### config.mk
export PLATFORM = sky130hd
export DESIGN_NAME = rate_task_dispatcher_core
export DESIGN_NICKNAME = d
export VERILOG_FILES = /design/src/hdl/rtd_pkg.sv /design/src/hdl/rtd_divider.sv /design/src/hdl/rate_task_dispatcher_core.sv
export SDC_FILE = /design/constraint.sdc
export NUM_CORES = 2
export LEC_CHECK = 0
export BUFFER_PORTS_ARGS = -buffer_cell sky130_fd_sc_hd__buf_2
export CAP_MARGIN = 20
export CORE_MARGIN = 2
export CORE_UTILIZATION = 55
export CTS_CLUSTER_SIZE = 14
export DETAILED_ROUTE_END_ITERATION = 6
export PLACE_DENSITY_LB_ADDON = 0.2
export SLEW_MARGIN = 20
export SYNTH_ARGS = -nofsm -noshare
export SYNTH_HDL_FRONTEND = slang
export SYNTH_SLANG_ARGS = --single-unit
export TNS_END_PERCENT = 30
### constraint.sdc
create_clock -name clk -period 8.3 [get_ports clk]
set_input_delay 0.83 -clock clk [delete_from_list [all_inputs] [get_ports clk]]
set_output_delay 0.83 -clock clk [all_outputs]
set_load 0.005 [all_outputs]
### src/hdl/rtd_pkg.sv
`timescale 1ns / 1ps
`default_nettype none
// Package: constants, command codes and types for the rate task dispatcher.
package rtd_pkg;

    localparam int MAX_TASKS_DEFAULT = 16;

    localparam int CMD_W      = 2;
    localparam int PRIO_W     = 8;
    localparam int RATE_W     = 10;
    localparam int TIME_W     = 16;
    localparam int EXTRA_W    = 13;
    localparam int CFG_DATA_W = 10;
    localparam int CFG_IDX_W  = 2;
    localparam int TICK_W     = 16;
    localparam int POS_W      = 5;
    localparam int TIDX_W     = 4;
    localparam int COUNT_W    = 5;
    localparam int ACH_W      = 6;
    localparam int BUDGET_W   = 17;
    localparam int ENTRY_W    = PRIO_W + RATE_W + TIME_W;

    localparam logic [CMD_W-1:0] CMD_LOAD   = 2'd0;
    localparam logic [CMD_W-1:0] CMD_TICK   = 2'd1;
    localparam logic [CMD_W-1:0] CMD_REPORT = 2'd2;

    localparam logic [CFG_IDX_W-1:0] CFG_LOOP_RATE = 2'd0;
    localparam logic [CFG_IDX_W-1:0] CFG_VEH_COUNT = 2'd1;
    localparam logic [CFG_IDX_W-1:0] CFG_COM_COUNT = 2'd2;

    localparam logic [RATE_W-1:0]  RATE_MIN      = 10'd50;
    localparam logic [RATE_W-1:0]  RATE_MAX      = 10'd1000;
    localparam logic [EXTRA_W-1:0] EXTRA_STEP_UP = 13'd100;
    localparam logic [EXTRA_W-1:0] EXTRA_MAX     = 13'd5000;
    localparam logic [EXTRA_W-1:0] EXTRA_STEP_DN = 13'd50;
    localparam logic [ACH_W-1:0]   ACH_LIMIT     = 6'd50;
    localparam int                 US_PER_SEC    = 1000000;

    typedef struct packed {
        logic [PRIO_W-1:0] priority_v;
        logic [RATE_W-1:0] rate;
        logic [TIME_W-1:0] allowed;
    } entry_t;

endpackage
`default_nettype wire

### src/hdl/rtd_divider.sv
`timescale 1ns / 1ps
`default_nettype none
// Serial restoring divider, one quotient bit per cycle.
module rtd_divider
    import rtd_pkg::*;
#(
    parameter int DIVIDEND_W = 20,
    parameter int DIVISOR_W  = 10
) (
    input  wire logic                  clk,
    input  wire logic                  rst_n,
    input  wire logic                  start,
    input  wire logic [DIVIDEND_W-1:0] dividend,
    input  wire logic [DIVISOR_W-1:0]  divisor,
    output logic                       done,
    output logic [DIVIDEND_W-1:0]      quotient
);

    localparam int CNT_W = $clog2(DIVIDEND_W + 1);

    logic                  busy_reg, busy_next;
    logic [CNT_W-1:0]      cnt_reg, cnt_next;
    logic [DIVIDEND_W-1:0] q_reg, q_next;
    logic [DIVISOR_W:0]    rem_reg, rem_next;
    logic [DIVISOR_W-1:0]  den_reg, den_next;
    logic                  done_reg, done_next;
    logic [DIVISOR_W:0]    shifted;

    always_comb
    begin
        busy_next = busy_reg;
        cnt_next  = cnt_reg;
        q_next    = q_reg;
        rem_next  = rem_reg;
        den_next  = den_reg;
        done_next = 1'b0;
        shifted   = {rem_reg[DIVISOR_W-1:0], q_reg[DIVIDEND_W-1]};
        if (start)
        begin
            busy_next = 1'b1;
            cnt_next  = CNT_W'(DIVIDEND_W);
            q_next    = dividend;
            rem_next  = '0;
            den_next  = divisor;
        end
        else if (busy_reg)
        begin
            q_next = {q_reg[DIVIDEND_W-2:0], 1'b0};
            if (shifted >= {1'b0, den_reg})
            begin
                rem_next  = shifted - {1'b0, den_reg};
                q_next[0] = 1'b1;
            end
            else
            begin
                rem_next = shifted;
            end
            cnt_next = cnt_reg - 1'b1;
            if (cnt_reg == CNT_W'(1))
            begin
                busy_next = 1'b0;
                done_next = 1'b1;
            end
        end
    end

    always_ff @(posedge clk or negedge rst_n)
    begin
        if (!rst_n)
        begin
            busy_reg <= 1'b0;
            cnt_reg  <= '0;
            done_reg <= 1'b0;
        end
        else
        begin
            busy_reg <= busy_next;
            cnt_reg  <= cnt_next;
            done_reg <= done_next;
        end
    end

    always_ff @(posedge clk)
    begin
        q_reg   <= q_next;
        rem_reg <= rem_next;
        den_reg <= den_next;
    end

    assign done     = done_reg;
    assign quotient = q_reg;

endmodule
`default_nettype wire

### src/hdl/rate_task_dispatcher_core.sv
`timescale 1ns / 1ps
`default_nettype none
// Rate task dispatcher: two task tables, merged priority walk, budget and overrun tracking.
// Load: writes one table entry without leaving idle. Tick: a serial budget divide, then for each
// scanned entry a table read, a 20-bit serial interval divide and an evaluate step, and finally
// a step to close the loop. Report: resumes the walk. At most 32 entries per walk with the
// default table size. One transaction in work at a time; result held in an output register.
// Async active-low reset clears control state and last-run valid bits; tables are undefined.
module rate_task_dispatcher_core
    import rtd_pkg::*;
#(
    parameter int MAX_TASKS_PER_TABLE = MAX_TASKS_DEFAULT
) (
    input  wire logic                  clk,
    input  wire logic                  rst_n,
    input  wire logic                  cfg_write,
    input  wire logic [CFG_IDX_W-1:0]  cfg_index,
    input  wire logic [CFG_DATA_W-1:0] cfg_data,
    input  wire logic                  in_valid,
    output logic                       in_stall,
    input  wire logic [CMD_W-1:0]      command,
    input  wire logic                  table_select,
    input  wire logic [3:0]            entry_index,
    input  wire logic [PRIO_W-1:0]     entry_priority,
    input  wire logic [RATE_W-1:0]     entry_rate_hz,
    input  wire logic [TIME_W-1:0]     entry_time_allowed_us,
    input  wire logic [TIME_W-1:0]     time_taken_us,
    output logic                       out_valid,
    input  wire logic                  out_stall,
    output logic                       result_kind,
    output logic [POS_W-1:0]           task_position,
    output logic                       task_table,
    output logic [3:0]                 task_table_index,
    output logic                       task_slipped,
    output logic                       previous_overran,
    output logic [EXTRA_W-1:0]         extra_time_us
);

    localparam int AW     = (MAX_TASKS_PER_TABLE > 1) ? $clog2(MAX_TASKS_PER_TABLE) : 1;
    localparam int CW     = $clog2(MAX_TASKS_PER_TABLE + 1);
    localparam int NPOS   = 2 * MAX_TASKS_PER_TABLE;
    localparam int PW     = $clog2(NPOS);
    localparam int BDIV_W = 20;

    typedef enum logic [6:0] {
        ST_IDLE   = 7'b0000001,
        ST_BUDGET = 7'b0000010,
        ST_PICK   = 7'b0000100,
        ST_READ   = 7'b0001000,
        ST_DIV    = 7'b0010000,
        ST_EVAL   = 7'b0100000,
        ST_OUT    = 7'b1000000
    } state_t;

    state_t state_reg, state_next;

    // memories
    entry_t veh_mem [MAX_TASKS_PER_TABLE];
    entry_t com_mem [MAX_TASKS_PER_TABLE];
    logic [TICK_W-1:0] last_mem [NPOS];
    logic [NPOS-1:0] last_valid_reg;
    entry_t veh_rd_reg, com_rd_reg;
    logic [TICK_W-1:0] last_rd_reg;

    logic [RATE_W-1:0]  loop_rate_reg;
    logic [CW-1:0]      veh_count_reg, com_count_reg;
    logic [TICK_W-1:0]  tick_reg, tick_next;
    logic [BUDGET_W-1:0] budget_reg, budget_next;
    logic [CW-1:0]      vcur_reg, vcur_next, ccur_reg, ccur_next;
    logic [EXTRA_W-1:0] extra_reg, extra_next;
    logic [ACH_W-1:0]   ach_reg, ach_next;
    logic               na_reg, na_next;
    logic               pend_reg, pend_next;
    logic [TIME_W-1:0]  pend_allow_reg, pend_allow_next;
    logic               over_reg, over_next;
    logic               use_v_reg, use_v_next;
    entry_t             cur_reg, cur_next;
    logic [TICK_W-1:0]  dt_reg, dt_next;
    logic [PW-1:0]      pos_reg, pos_next;

    logic               ov_reg, ov_next;
    logic               ok_reg, ok_next;
    logic [POS_W-1:0]   op_reg, op_next;
    logic               ot_reg, ot_next;
    logic [3:0]         oi_reg, oi_next;
    logic               os_reg, os_next;
    logic               oo_reg, oo_next;
    logic [EXTRA_W-1:0] oe_reg, oe_next;

    logic               div_start;
    logic [BDIV_W-1:0]  div_dividend;
    logic [RATE_W-1:0]  div_divisor;
    logic               div_done;
    logic [BDIV_W-1:0]  div_q;

    logic               accept, v_ok, c_ok, pick_v;
    logic               rd_en;
    logic [AW-1:0]      vaddr, caddr;
    logic               last_we;
    logic [CW-1:0]      cfg_cnt;
    logic [RATE_W-1:0]  cfg_rate;
    logic [TICK_W+2:0]  ival;
    logic [TICK_W+2:0]  dt_ext;
    logic [EXTRA_W:0]   ext_up;

    assign accept   = in_valid && !in_stall;
    assign in_stall = (state_reg != ST_IDLE) || ov_reg;

    rtd_divider #(.DIVIDEND_W(BDIV_W), .DIVISOR_W(RATE_W)) u_div (
        .clk      (clk),
        .rst_n    (rst_n),
        .start    (div_start),
        .dividend (div_dividend),
        .divisor  (div_divisor),
        .done     (div_done),
        .quotient (div_q)
    );

    // config
    always_comb
    begin
        cfg_rate = cfg_data;
        if (cfg_data < RATE_MIN)
            cfg_rate = RATE_MIN;
        else if (cfg_data > RATE_MAX)
            cfg_rate = RATE_MAX;
        if (32'(cfg_data[4:0]) > MAX_TASKS_PER_TABLE)
            cfg_cnt = CW'(MAX_TASKS_PER_TABLE);
        else
            cfg_cnt = CW'(cfg_data[4:0]);
    end

    always_ff @(posedge clk or negedge rst_n)
    begin
        if (!rst_n)
        begin
            loop_rate_reg <= RATE_MIN;
            veh_count_reg <= '0;
            com_count_reg <= '0;
        end
        else if (cfg_write)
        begin
            case (cfg_index)
                CFG_LOOP_RATE: loop_rate_reg <= cfg_rate;
                CFG_VEH_COUNT: veh_count_reg <= cfg_cnt;
                CFG_COM_COUNT: com_count_reg <= cfg_cnt;
                default: ;
            endcase
        end
    end

    // table memories
    assign v_ok  = vcur_reg < veh_count_reg;
    assign c_ok  = ccur_reg < com_count_reg;
    assign vaddr = accept ? AW'(entry_index) : vcur_reg[AW-1:0];
    assign caddr = accept ? AW'(entry_index) : ccur_reg[AW-1:0];

    always_ff @(posedge clk)
    begin
        if (accept && command == CMD_LOAD && 32'(entry_index) < MAX_TASKS_PER_TABLE)
        begin
            if (table_select)
                com_mem[caddr] <= {entry_priority, entry_rate_hz, entry_time_allowed_us};
            else
                veh_mem[vaddr] <= {entry_priority, entry_rate_hz, entry_time_allowed_us};
        end
        if (rd_en)
        begin
            veh_rd_reg <= veh_mem[vaddr];
            com_rd_reg <= com_mem[caddr];
            last_rd_reg <= last_mem[PW'(vcur_reg + ccur_reg)];
        end
        if (last_we)
            last_mem[pos_reg] <= tick_reg;
    end

    always_ff @(posedge clk or negedge rst_n)
    begin
        if (!rst_n)
            last_valid_reg <= '0;
        else if (last_we)
            last_valid_reg[pos_reg] <= 1'b1;
    end

    assign pick_v = v_ok && (!c_ok || veh_rd_reg.priority_v <= com_rd_reg.priority_v);

    always_comb
    begin
        ival   = (cur_reg.rate == '0 || div_q == '0) ? 19'd1 : 19'(div_q);
        dt_ext = 19'(dt_reg);
        ext_up = {1'b0, extra_reg} + {1'b0, EXTRA_STEP_UP};
    end

    // main sequencer
    always_comb
    begin
        state_next      = state_reg;
        tick_next       = tick_reg;
        budget_next     = budget_reg;
        vcur_next       = vcur_reg;
        ccur_next       = ccur_reg;
        extra_next      = extra_reg;
        ach_next        = ach_reg;
        na_next         = na_reg;
        pend_next       = pend_reg;
        pend_allow_next = pend_allow_reg;
        over_next       = over_reg;
        use_v_next      = use_v_reg;
        cur_next        = cur_reg;
        dt_next         = dt_reg;
        pos_next        = pos_reg;
        ov_next         = ov_reg && out_stall;
        ok_next         = ok_reg;
        op_next         = op_reg;
        ot_next         = ot_reg;
        oi_next         = oi_reg;
        os_next         = os_reg;
        oo_next         = oo_reg;
        oe_next         = oe_reg;
        div_start       = 1'b0;
        div_dividend    = BDIV_W'(US_PER_SEC);
        div_divisor     = loop_rate_reg;
        rd_en           = 1'b0;
        last_we         = 1'b0;

        unique case (state_reg)
            ST_IDLE:
            begin
                if (accept)
                begin
                    case (command)
                        CMD_TICK:
                        begin
                            tick_next  = tick_reg + 1'b1;
                            vcur_next  = '0;
                            ccur_next  = '0;
                            pend_next  = 1'b0;
                            over_next  = 1'b0;
                            div_start  = 1'b1;
                            state_next = ST_BUDGET;
                        end
                        CMD_REPORT:
                        begin
                            if (pend_reg)
                            begin
                                pend_next = 1'b0;
                                over_next = time_taken_us > pend_allow_reg;
                                if ({1'b0, time_taken_us} >= budget_reg)
                                begin
                                    budget_next = '0;
                                    state_next  = ST_OUT;
                                end
                                else
                                begin
                                    budget_next = budget_reg - {1'b0, time_taken_us};
                                    state_next  = ST_PICK;
                                end
                            end
                        end
                        default: ;
                    endcase
                end
            end
            ST_BUDGET:
            begin
                if (div_done)
                begin
                    budget_next = BUDGET_W'(div_q) + BUDGET_W'(extra_reg);
                    state_next  = ST_PICK;
                end
            end
            ST_PICK:
            begin
                if (!v_ok && !c_ok)
                    state_next = ST_OUT;
                else
                begin
                    rd_en      = 1'b1;
                    pos_next   = PW'(vcur_reg + ccur_reg);
                    state_next = ST_READ;
                end
            end
            ST_READ:
            begin
                use_v_next = pick_v;
                cur_next   = pick_v ? veh_rd_reg : com_rd_reg;
                dt_next    = tick_reg - (last_valid_reg[pos_reg] ? last_rd_reg : '0);
                if (pick_v)
                    vcur_next = vcur_reg + 1'b1;
                else
                    ccur_next = ccur_reg + 1'b1;
                div_start    = 1'b1;
                div_dividend = BDIV_W'(loop_rate_reg);
                div_divisor  = pick_v ? veh_rd_reg.rate : com_rd_reg.rate;
                state_next   = ST_DIV;
            end
            ST_DIV:
            begin
                if (div_done)
                    state_next = ST_EVAL;
            end
            ST_EVAL:
            begin
                if (dt_ext < ival)
                    state_next = ST_PICK;
                else
                begin
                    if (dt_ext >= (ival << 2))
                        na_next = 1'b1;
                    if (BUDGET_W'(cur_reg.allowed) > budget_reg)
                        state_next = ST_PICK;
                    else
                    begin
                        pend_next       = 1'b1;
                        pend_allow_next = cur_reg.allowed;
                        last_we         = 1'b1;
                        ov_next         = 1'b1;
                        ok_next         = 1'b0;
                        op_next         = POS_W'(pos_reg);
                        ot_next         = !use_v_reg;
                        oi_next         = use_v_reg ? 4'(vcur_reg - 1'b1)
                                                    : 4'(ccur_reg - 1'b1);
                        os_next         = dt_ext >= (ival << 1);
                        oo_next         = over_reg;
                        oe_next         = extra_reg;
                        state_next      = ST_IDLE;
                    end
                end
            end
            ST_OUT:
            begin
                pend_next = 1'b0;
                if (na_reg)
                begin
                    extra_next = (ext_up > {1'b0, EXTRA_MAX}) ? EXTRA_MAX
                                                              : ext_up[EXTRA_W-1:0];
                    na_next    = 1'b0;
                    ach_next   = '0;
                end
                else if (extra_reg != '0)
                begin
                    ach_next = ach_reg + 1'b1;
                    if (ach_reg + 1'b1 > ACH_LIMIT)
                    begin
                        ach_next   = '0;
                        extra_next = (extra_reg > EXTRA_STEP_DN) ? extra_reg - EXTRA_STEP_DN
                                                                 : '0;
                    end
                end
                ov_next    = 1'b1;
                ok_next    = 1'b1;
                op_next    = '0;
                ot_next    = 1'b0;
                oi_next    = '0;
                os_next    = 1'b0;
                oo_next    = over_reg;
                oe_next    = extra_next;
                state_next = ST_IDLE;
            end
            default: state_next = ST_IDLE;
        endcase
    end

    always_ff @(posedge clk or negedge rst_n)
    begin
        if (!rst_n)
        begin
            state_reg <= ST_IDLE;
            tick_reg  <= '0;
            budget_reg <= '0;
            vcur_reg  <= '0;
            ccur_reg  <= '0;
            extra_reg <= '0;
            ach_reg   <= '0;
            na_reg    <= 1'b0;
            pend_reg  <= 1'b0;
            pend_allow_reg <= '0;
            over_reg  <= 1'b0;
            ov_reg    <= 1'b0;
        end
        else
        begin
            state_reg <= state_next;
            tick_reg  <= tick_next;
            budget_reg <= budget_next;
            vcur_reg  <= vcur_next;
            ccur_reg  <= ccur_next;
            extra_reg <= extra_next;
            ach_reg   <= ach_next;
            na_reg    <= na_next;
            pend_reg  <= pend_next;
            pend_allow_reg <= pend_allow_next;
            over_reg  <= over_next;
            ov_reg    <= ov_next;
        end
    end

    always_ff @(posedge clk)
    begin
        use_v_reg <= use_v_next;
        cur_reg   <= cur_next;
        dt_reg    <= dt_next;
        pos_reg   <= pos_next;
        ok_reg    <= ok_next;
        op_reg    <= op_next;
        ot_reg    <= ot_next;
        oi_reg    <= oi_next;
        os_reg    <= os_next;
        oo_reg    <= oo_next;
        oe_reg    <= oe_next;
    end

    assign out_valid        = ov_reg;
    assign result_kind      = ok_reg;
    assign task_position    = op_reg;
    assign task_table       = ot_reg;
    assign task_table_index = oi_reg;
    assign task_slipped     = os_reg;
    assign previous_overran = oo_reg;
    assign extra_time_us    = oe_reg;

endmodule
`default_nettype wire

# Word level (Yosys, flattened, before mapping)
# Memories as Yosys holds them, arrays and structs flattened. A register that Yosys moved wholly into a read port is not among the register bits.
# Cells that the tools add are included.
# classes
mux	108
eq_ne	28
n_reduce_logical	41
addsub	14
bitwise	4
magnitude_cmp	18
# op_table
op	n
$mux W13	7
$mux W17	5
$mux W20	3
$mux W10	5
$mux W5	9
$mux W7	6
$pmux W7 S6	1
$mux W1	41
$ge A16 B19 Y1	2
$pmux W17 S2	1
$or A32 B32 Y32	1
$pmux W5 S2	3
$mux W26	1
$pmux W13 S2	1
$logic_not A20 Y1	1
$mux W4	5
$lt A16 B19 Y1	1
$mux W19	1
$mux W6	3
$ne A2 B2 Y1 const B	9
$add A17 B13 Y17	1
$ge A16 B17 Y1	1
$gt A16 B17 Y1	1
$sub A17 B16 Y17	1
58 further kinds	103
# totals
ramBits	1600
wordCells	250
reg_bits	262
n_memories	3
# memory_table
name	depth	word_bits	rd	rd_ports_with_merged_regs	wr	line	rtl
com_mem	16	34	1	1	1	rate_task_dispatcher_core.sv:59	entry_t com_mem [MAX_TASKS_PER_TABLE];
veh_mem	16	34	1	1	1	rate_task_dispatcher_core.sv:58	entry_t veh_mem [MAX_TASKS_PER_TABLE];
last_mem	32	16	1	1	1	rate_task_dispatcher_core.sv:60	logic [TICK_W-1:0] last_mem [NPOS];

# Depth between registers and ports, before layout
# logic_depth
word_depth	8
mapped_depth	18
ltp_nobuf	15

# Hierarchy
# A second synthesis with hierarchy kept.
# hier_totals
cells_unflattened	5980
hier_area_um2	82490.4
# modules_own_cells
mod	n_inst	cells_each	seq_area_each_um2	area_each_um2
rate_task_dispatcher_core	1	5782	56324.0	80074.3
rtd_divider	1	198	1276.2	2416.1

# Worst setup path before layout
# Ideal clock, no wire load.
# synth_path
kind	reg-to-reg
startpoint	register ccur_reg[1]
endpoint	register com_rd_reg[0] (netlist name)
stages_incl_launch_ff	6
period_less_slack_ns	6.117
t_arrival_ns	5.551
path_slack_ns	2.183
path_buffers	0
setup_time_ns	0.566
path_cell_list	dfrtp_1 -> ha_1 -> a21o_1 -> a21oi_1 -> o21ai_0 -> a21oi_1
# synth_between
elab_chain_cells	5
# synth_lines
element	line	rtl
start, declared	rate_task_dispatcher_core.sv:69	logic [CW-1:0] vcur_reg, vcur_next, ccur_reg, ccur_next;
start signal, assigned	rate_task_dispatcher_core.sv:387	ccur_reg <= ccur_next;
$lt A5 B5 Y1	rate_task_dispatcher_core.sv:154	assign c_ok = ccur_reg < com_count_reg;
$logic_not A1 Y1	rate_task_dispatcher_core.sv:274	if (!v_ok && !c_ok)
$logic_and A1 B1 Y1	rate_task_dispatcher_core.sv:274	
$mux W1	rate_task_dispatcher_core.sv:274	
$mux W1	rate_task_dispatcher_core.sv:226	unique case (state_reg)
via rd_en	rate_task_dispatcher_core.sv:97	logic rd_en;
# The timed path passes the listed nets, and every way through them passes these cells.
# A chain may end at the register's enable or synchronous reset.

# Worst setup path after layout
# layout_path
startpoint	register state_reg[2]
endpoint	register com_rd_reg[14] (netlist name)
# layout_between
elab_chain_cells	5
# layout_lines
element	line	rtl
start, declared	rate_task_dispatcher_core.sv:55	state_t state_reg, state_next;
start signal, assigned	rate_task_dispatcher_core.sv:383	state_reg <= state_next;
$ne A7 B1 Y1	rate_task_dispatcher_core.sv:107	assign in_stall = (state_reg != ST_IDLE) || ov_reg;
$logic_or A1 B1 Y1	rate_task_dispatcher_core.sv:107	
$logic_not A1 Y1	rate_task_dispatcher_core.sv:106	assign accept = in_valid && !in_stall;
$logic_and A1 B1 Y1	rate_task_dispatcher_core.sv:106	
$mux W4	rate_task_dispatcher_core.sv:156	assign caddr = accept ? AW'(entry_index) : ccur_reg[AW-1:0];
# Several ways; a longest one is shown, not always the timed one.

==> summary.md <==
| Metric | Value |
|---|---|
| Run status | `completed` |
| Simple-gate share of the synthesized area | `0.0602` |
| RSZ-0062 raised after global routing | `false` |
| Cell Rows | `140` |
| Fin nets | `5423` |
| Synth area leaders | `edfxtp_1, mux2i_1, mux4_2, dfrtp_1, ha_1` |
| Clock skew | `0.0359 ns` |
| Multiplexer share of the synthesized area | `0.107` |
| Initial Utilization | `0.554` |
| Synth Net Count | `around 5300` |
| PD cells | `242 mW/mm2` |
| Ys Warns | `0` |
| Area of the mapped netlist | `0.0805 mm2` |
| Crit path launch type | `flop` |
| Post-Route WL | `198000 um` |
| Synth unique cells | `87` |
| Final Hold Fails | `0` |
| First-pass GRT wire length | `292000 um` |
| Slew Viols, Final | `0` |
| Via count | `about 45000` |
| H-tree depth | `4` |
| Post-DR wirelength/cell | `27.2 um` |
| Die Wd | `387 um` |
| Hold Buf Count CTS | `0` |
| Crit share post-route | `0.606` |
| Skew-Pair Late Insertion Delay | `0.83 ns` |
| Antenna Violating Nets Remaining | `0` |
| DRT Pass-1 Iters | `7` |
| Top Registers | `com_mem (544), veh_mem (544), last_mem (512)` |
| Core region area | `0.145 mm2` |
| Worst path cell trace | `nor3_1, nand4_1, buf_4, a21oi_4, buf_4, or2_1, buf_4, a21oi_1, nor4_1, o221ai_1` |
| R2r endpoint | `com_rd_reg[14]$_DFFE_PP_` |
| Crit path buf inv count | `3` |
| Starting DRT DRC Count | `around 4700` |
| Worst-path clk slew | `0.06 ns` |
| Post-CTS sizing | `0` |
| Fill cell count | `10425` |
| Ports | `102` |
| Via/cell ratio | `just over 6` |
| CTS tree | `yes` |
| Grt ovf | `0` |
| Async set-reset flop share out of synthesis | `0.0761` |
| Root Buffer | `clkbuf_16` |
| Critical Path AT | `5.56 ns` |
| Layout Area Growth over Synthesis | `12.1%` |
| Die area | `0.149 mm2` |
| Synth Area in Compound Gates | `0.0625` |
| Storage cell area | `0.0576 mm2` |
| Fmax | `0.199 GHz` |
| Combinational family with the most area after synthesis | `multiplexers` |
| Reg2reg start | `state_reg[2]$_DFFE_PN0P_` |
| Cell total after placement | `6897` |
| Clk buf depth | `3` |
| Setup TNS | `0 ns` |
| Multi-input logic area | `approximately 0.022 mm2` |
| Minimum clock period after layout | `~5.0 ns` |
| Die Height | `387 um` |
| GR Util All Layers | `0.263` |
| Critical path's top delay family | `simple AND/OR/NAND/NOR gates` |
| Cell accounting for the most synthesized area | `edfxtp_1` |
| CP max stage cell | `a21oi_4` |
| Commonest cells in the netlist | `edfxtp_1, nand2_1, mux2i_1, a21oi_1, mux4_2` |
| Number of global-route vias before repair | `approximately 45000` |
| Final non-filler cell total | `7262` |
| Leak | `33.2 nW` |
| Final Power | `21.8 mW` |
| Required @ worst endpoint | `8.83 ns` |
| HP Class | `input port to async pin` |
| Post-synth top flop | `edfxtp_1` |
| Routability cong. | `0.884` |
| Synth Area per Inst | `16.1 um2` |
| Detail Placement HPWL | `118000 um` |
| Worst r2r path cells | `10` |
| CTS Sinks | `just under 2000` |
| Synth Register Bits | `1946` |
| TritonCTS Buffers | `194` |
| Critical Path Most Common Cell | `buf_4` |
| IO Port Bufs | `101` |
| Layout cell share with drive strength beyond 1 | `0.160` |
| Post-CTS setup buffers | `0` |
| Number of flops mapped to enable cells by yosys | `about 1800` |
| Max Fanout on Critical Path | `22` |
| Slew HR | `0.262` |
| Initial antenna violation count | `4` |
| Synthesized netlist cell count | `5004` |
| Xor and xnor area share after synthesis | `0.00751` |
| Worst VDD drop | `about 0.22 mV` |
| Sequential share of the synthesized area | `0.716` |
| Count leader, synth | `edfxtp_1` |
| Max-Cap Viols | `0` |
| Drt drc | `0` |
| Adder-cell share of the synthesized area | `0.0272` |
| CP Capture Type | `flop` |
| R2R Setup Slk | `~3.3 ns` |
| Measured slew at the worst slew-check pin | `1.11 ns` |
| Kind of critical path | `flop to flop` |
| Largest net degree at the start of global routing | `145` |
| Worst path max stage delay | `0.80 ns` |
| Share of the synthesized area in the top cell type | `0.667` |
| Final setup viols | `0` |
-- per-stage QoR --
step / setup slack (ns) / hold slack, ns / util / area (um2)
2_1_floorplan: 2.18 / 0.426 / - / 80500
3_3_place_gp: 2.87 / 0.443 / 0.576 / 83800
3_5_place_dp: 2.77 / 0.449 / 0.576 / 83800
4_1_cts: 2.68 / 0.0795 / 0.620 / 90200
5_1_grt: 3.08 / 0.108 / 0.621 / 90200
6_report: 3.27 / 0.0572 / 0.621 / 90300
-- cell type report --
class	instances	area share
Antenna cell	5	0.000139
Clock buffer	230	0.0569
Clock inverter	129	0.0144
Inverter	116	0.00482
Multi-Input combinational cell	2696	0.242
Sequential cell	1946	0.638
Tap cell	1917	0.0266
Timing Repair Buffer	223	0.0164
-- worst max path at each step --
stage                                start                    endpoint  slack, ns  cells after the start
5_1_grt           state_reg[2]$_DFFE_PN0P_    com_rd_reg[14]$_DFFE_PP_       3.08                     10
3_5_place_dp   u_div.quotient[1]$_DFFE_PP_  previous_overran$_DFFE_PP_       2.77                     13
6_report          state_reg[2]$_DFFE_PN0P_    com_rd_reg[14]$_DFFE_PP_       3.27                     10
3_3_place_gp                      in_valid    com_rd_reg[14]$_DFFE_PP_       2.87                     12
2_1_floorplan      ccur_reg[1]$_DFFE_PN0P_     com_rd_reg[0]$_DFFE_PP_       2.18                      5
4_1_cts        u_div.quotient[1]$_DFFE_PP_  extra_time_us[3]$_DFFE_PP_       2.68                     13
-- cell families after synthesis --
| kind of cell | count (synthesis) |
|---|---|
| and+or+nand+nor | 1041 |
| xor gates and xnor gates | 69 |
| adders and majority gates | 172 |
| AOI/OAI and AO/OA | 767 |
| buffers and inverters | 362 |
| DFF | 1946 |
| muxes | 647 |
-- power by group --
| group | leakage, nW | internal (mW) | total, mW | switching [mW] |
|---|---|---|---|---|
| combinational | 11.2 | 0.719 | 1.82 | 1.10 |
| sequential | 18.9 | 11.0 | 11.2 | 0.226 |
| clock | 3.13 | 5.08 | 8.79 | 3.71 |
-- per-layer routing --
| metal | wire length (um) | track usage |
|---|---|---|
| met5 | 0 | 0 |
| met4 | 4980 | 0.0737 |
| met2 | 96600 | 0.430 |
| met3 | 14900 | 0.0432 |
| met1 | 81200 | 0.369 |
-- cell usage in the layout (no fill, tap or decap), drive strengths merged, types with 21 or more instances in the layout --
cell type and count:
clkbuf 230, ha 167, and2 22, nor4 87
nor2 147, mux4 168, a21oi 233, clkinv 99
nor3 65, o221ai 75, nand2 507, a31o 38
mux2 59, a21o 39, nand4 23, nor2b 23
nand3 47, nand2b 33, o21ai 87, o22ai 143
dfrtp 144, bufinv 21, mux2i 420, buf 223
inv 120, xnor2 49, edfxtp 1788
-- worst reg2reg max path, delay by kind of cell, from the launching register on --
kind | cells | cell delay, ns
buffers and inverters | 3 | 1.35
AND/OR/NAND/NOR | 4 | 1.85
flip-flops | 1 | 0.43
AO/OA/AOI/OAI | 3 | 1.13
No activity file was read; power rests on OpenSTA's default activity.
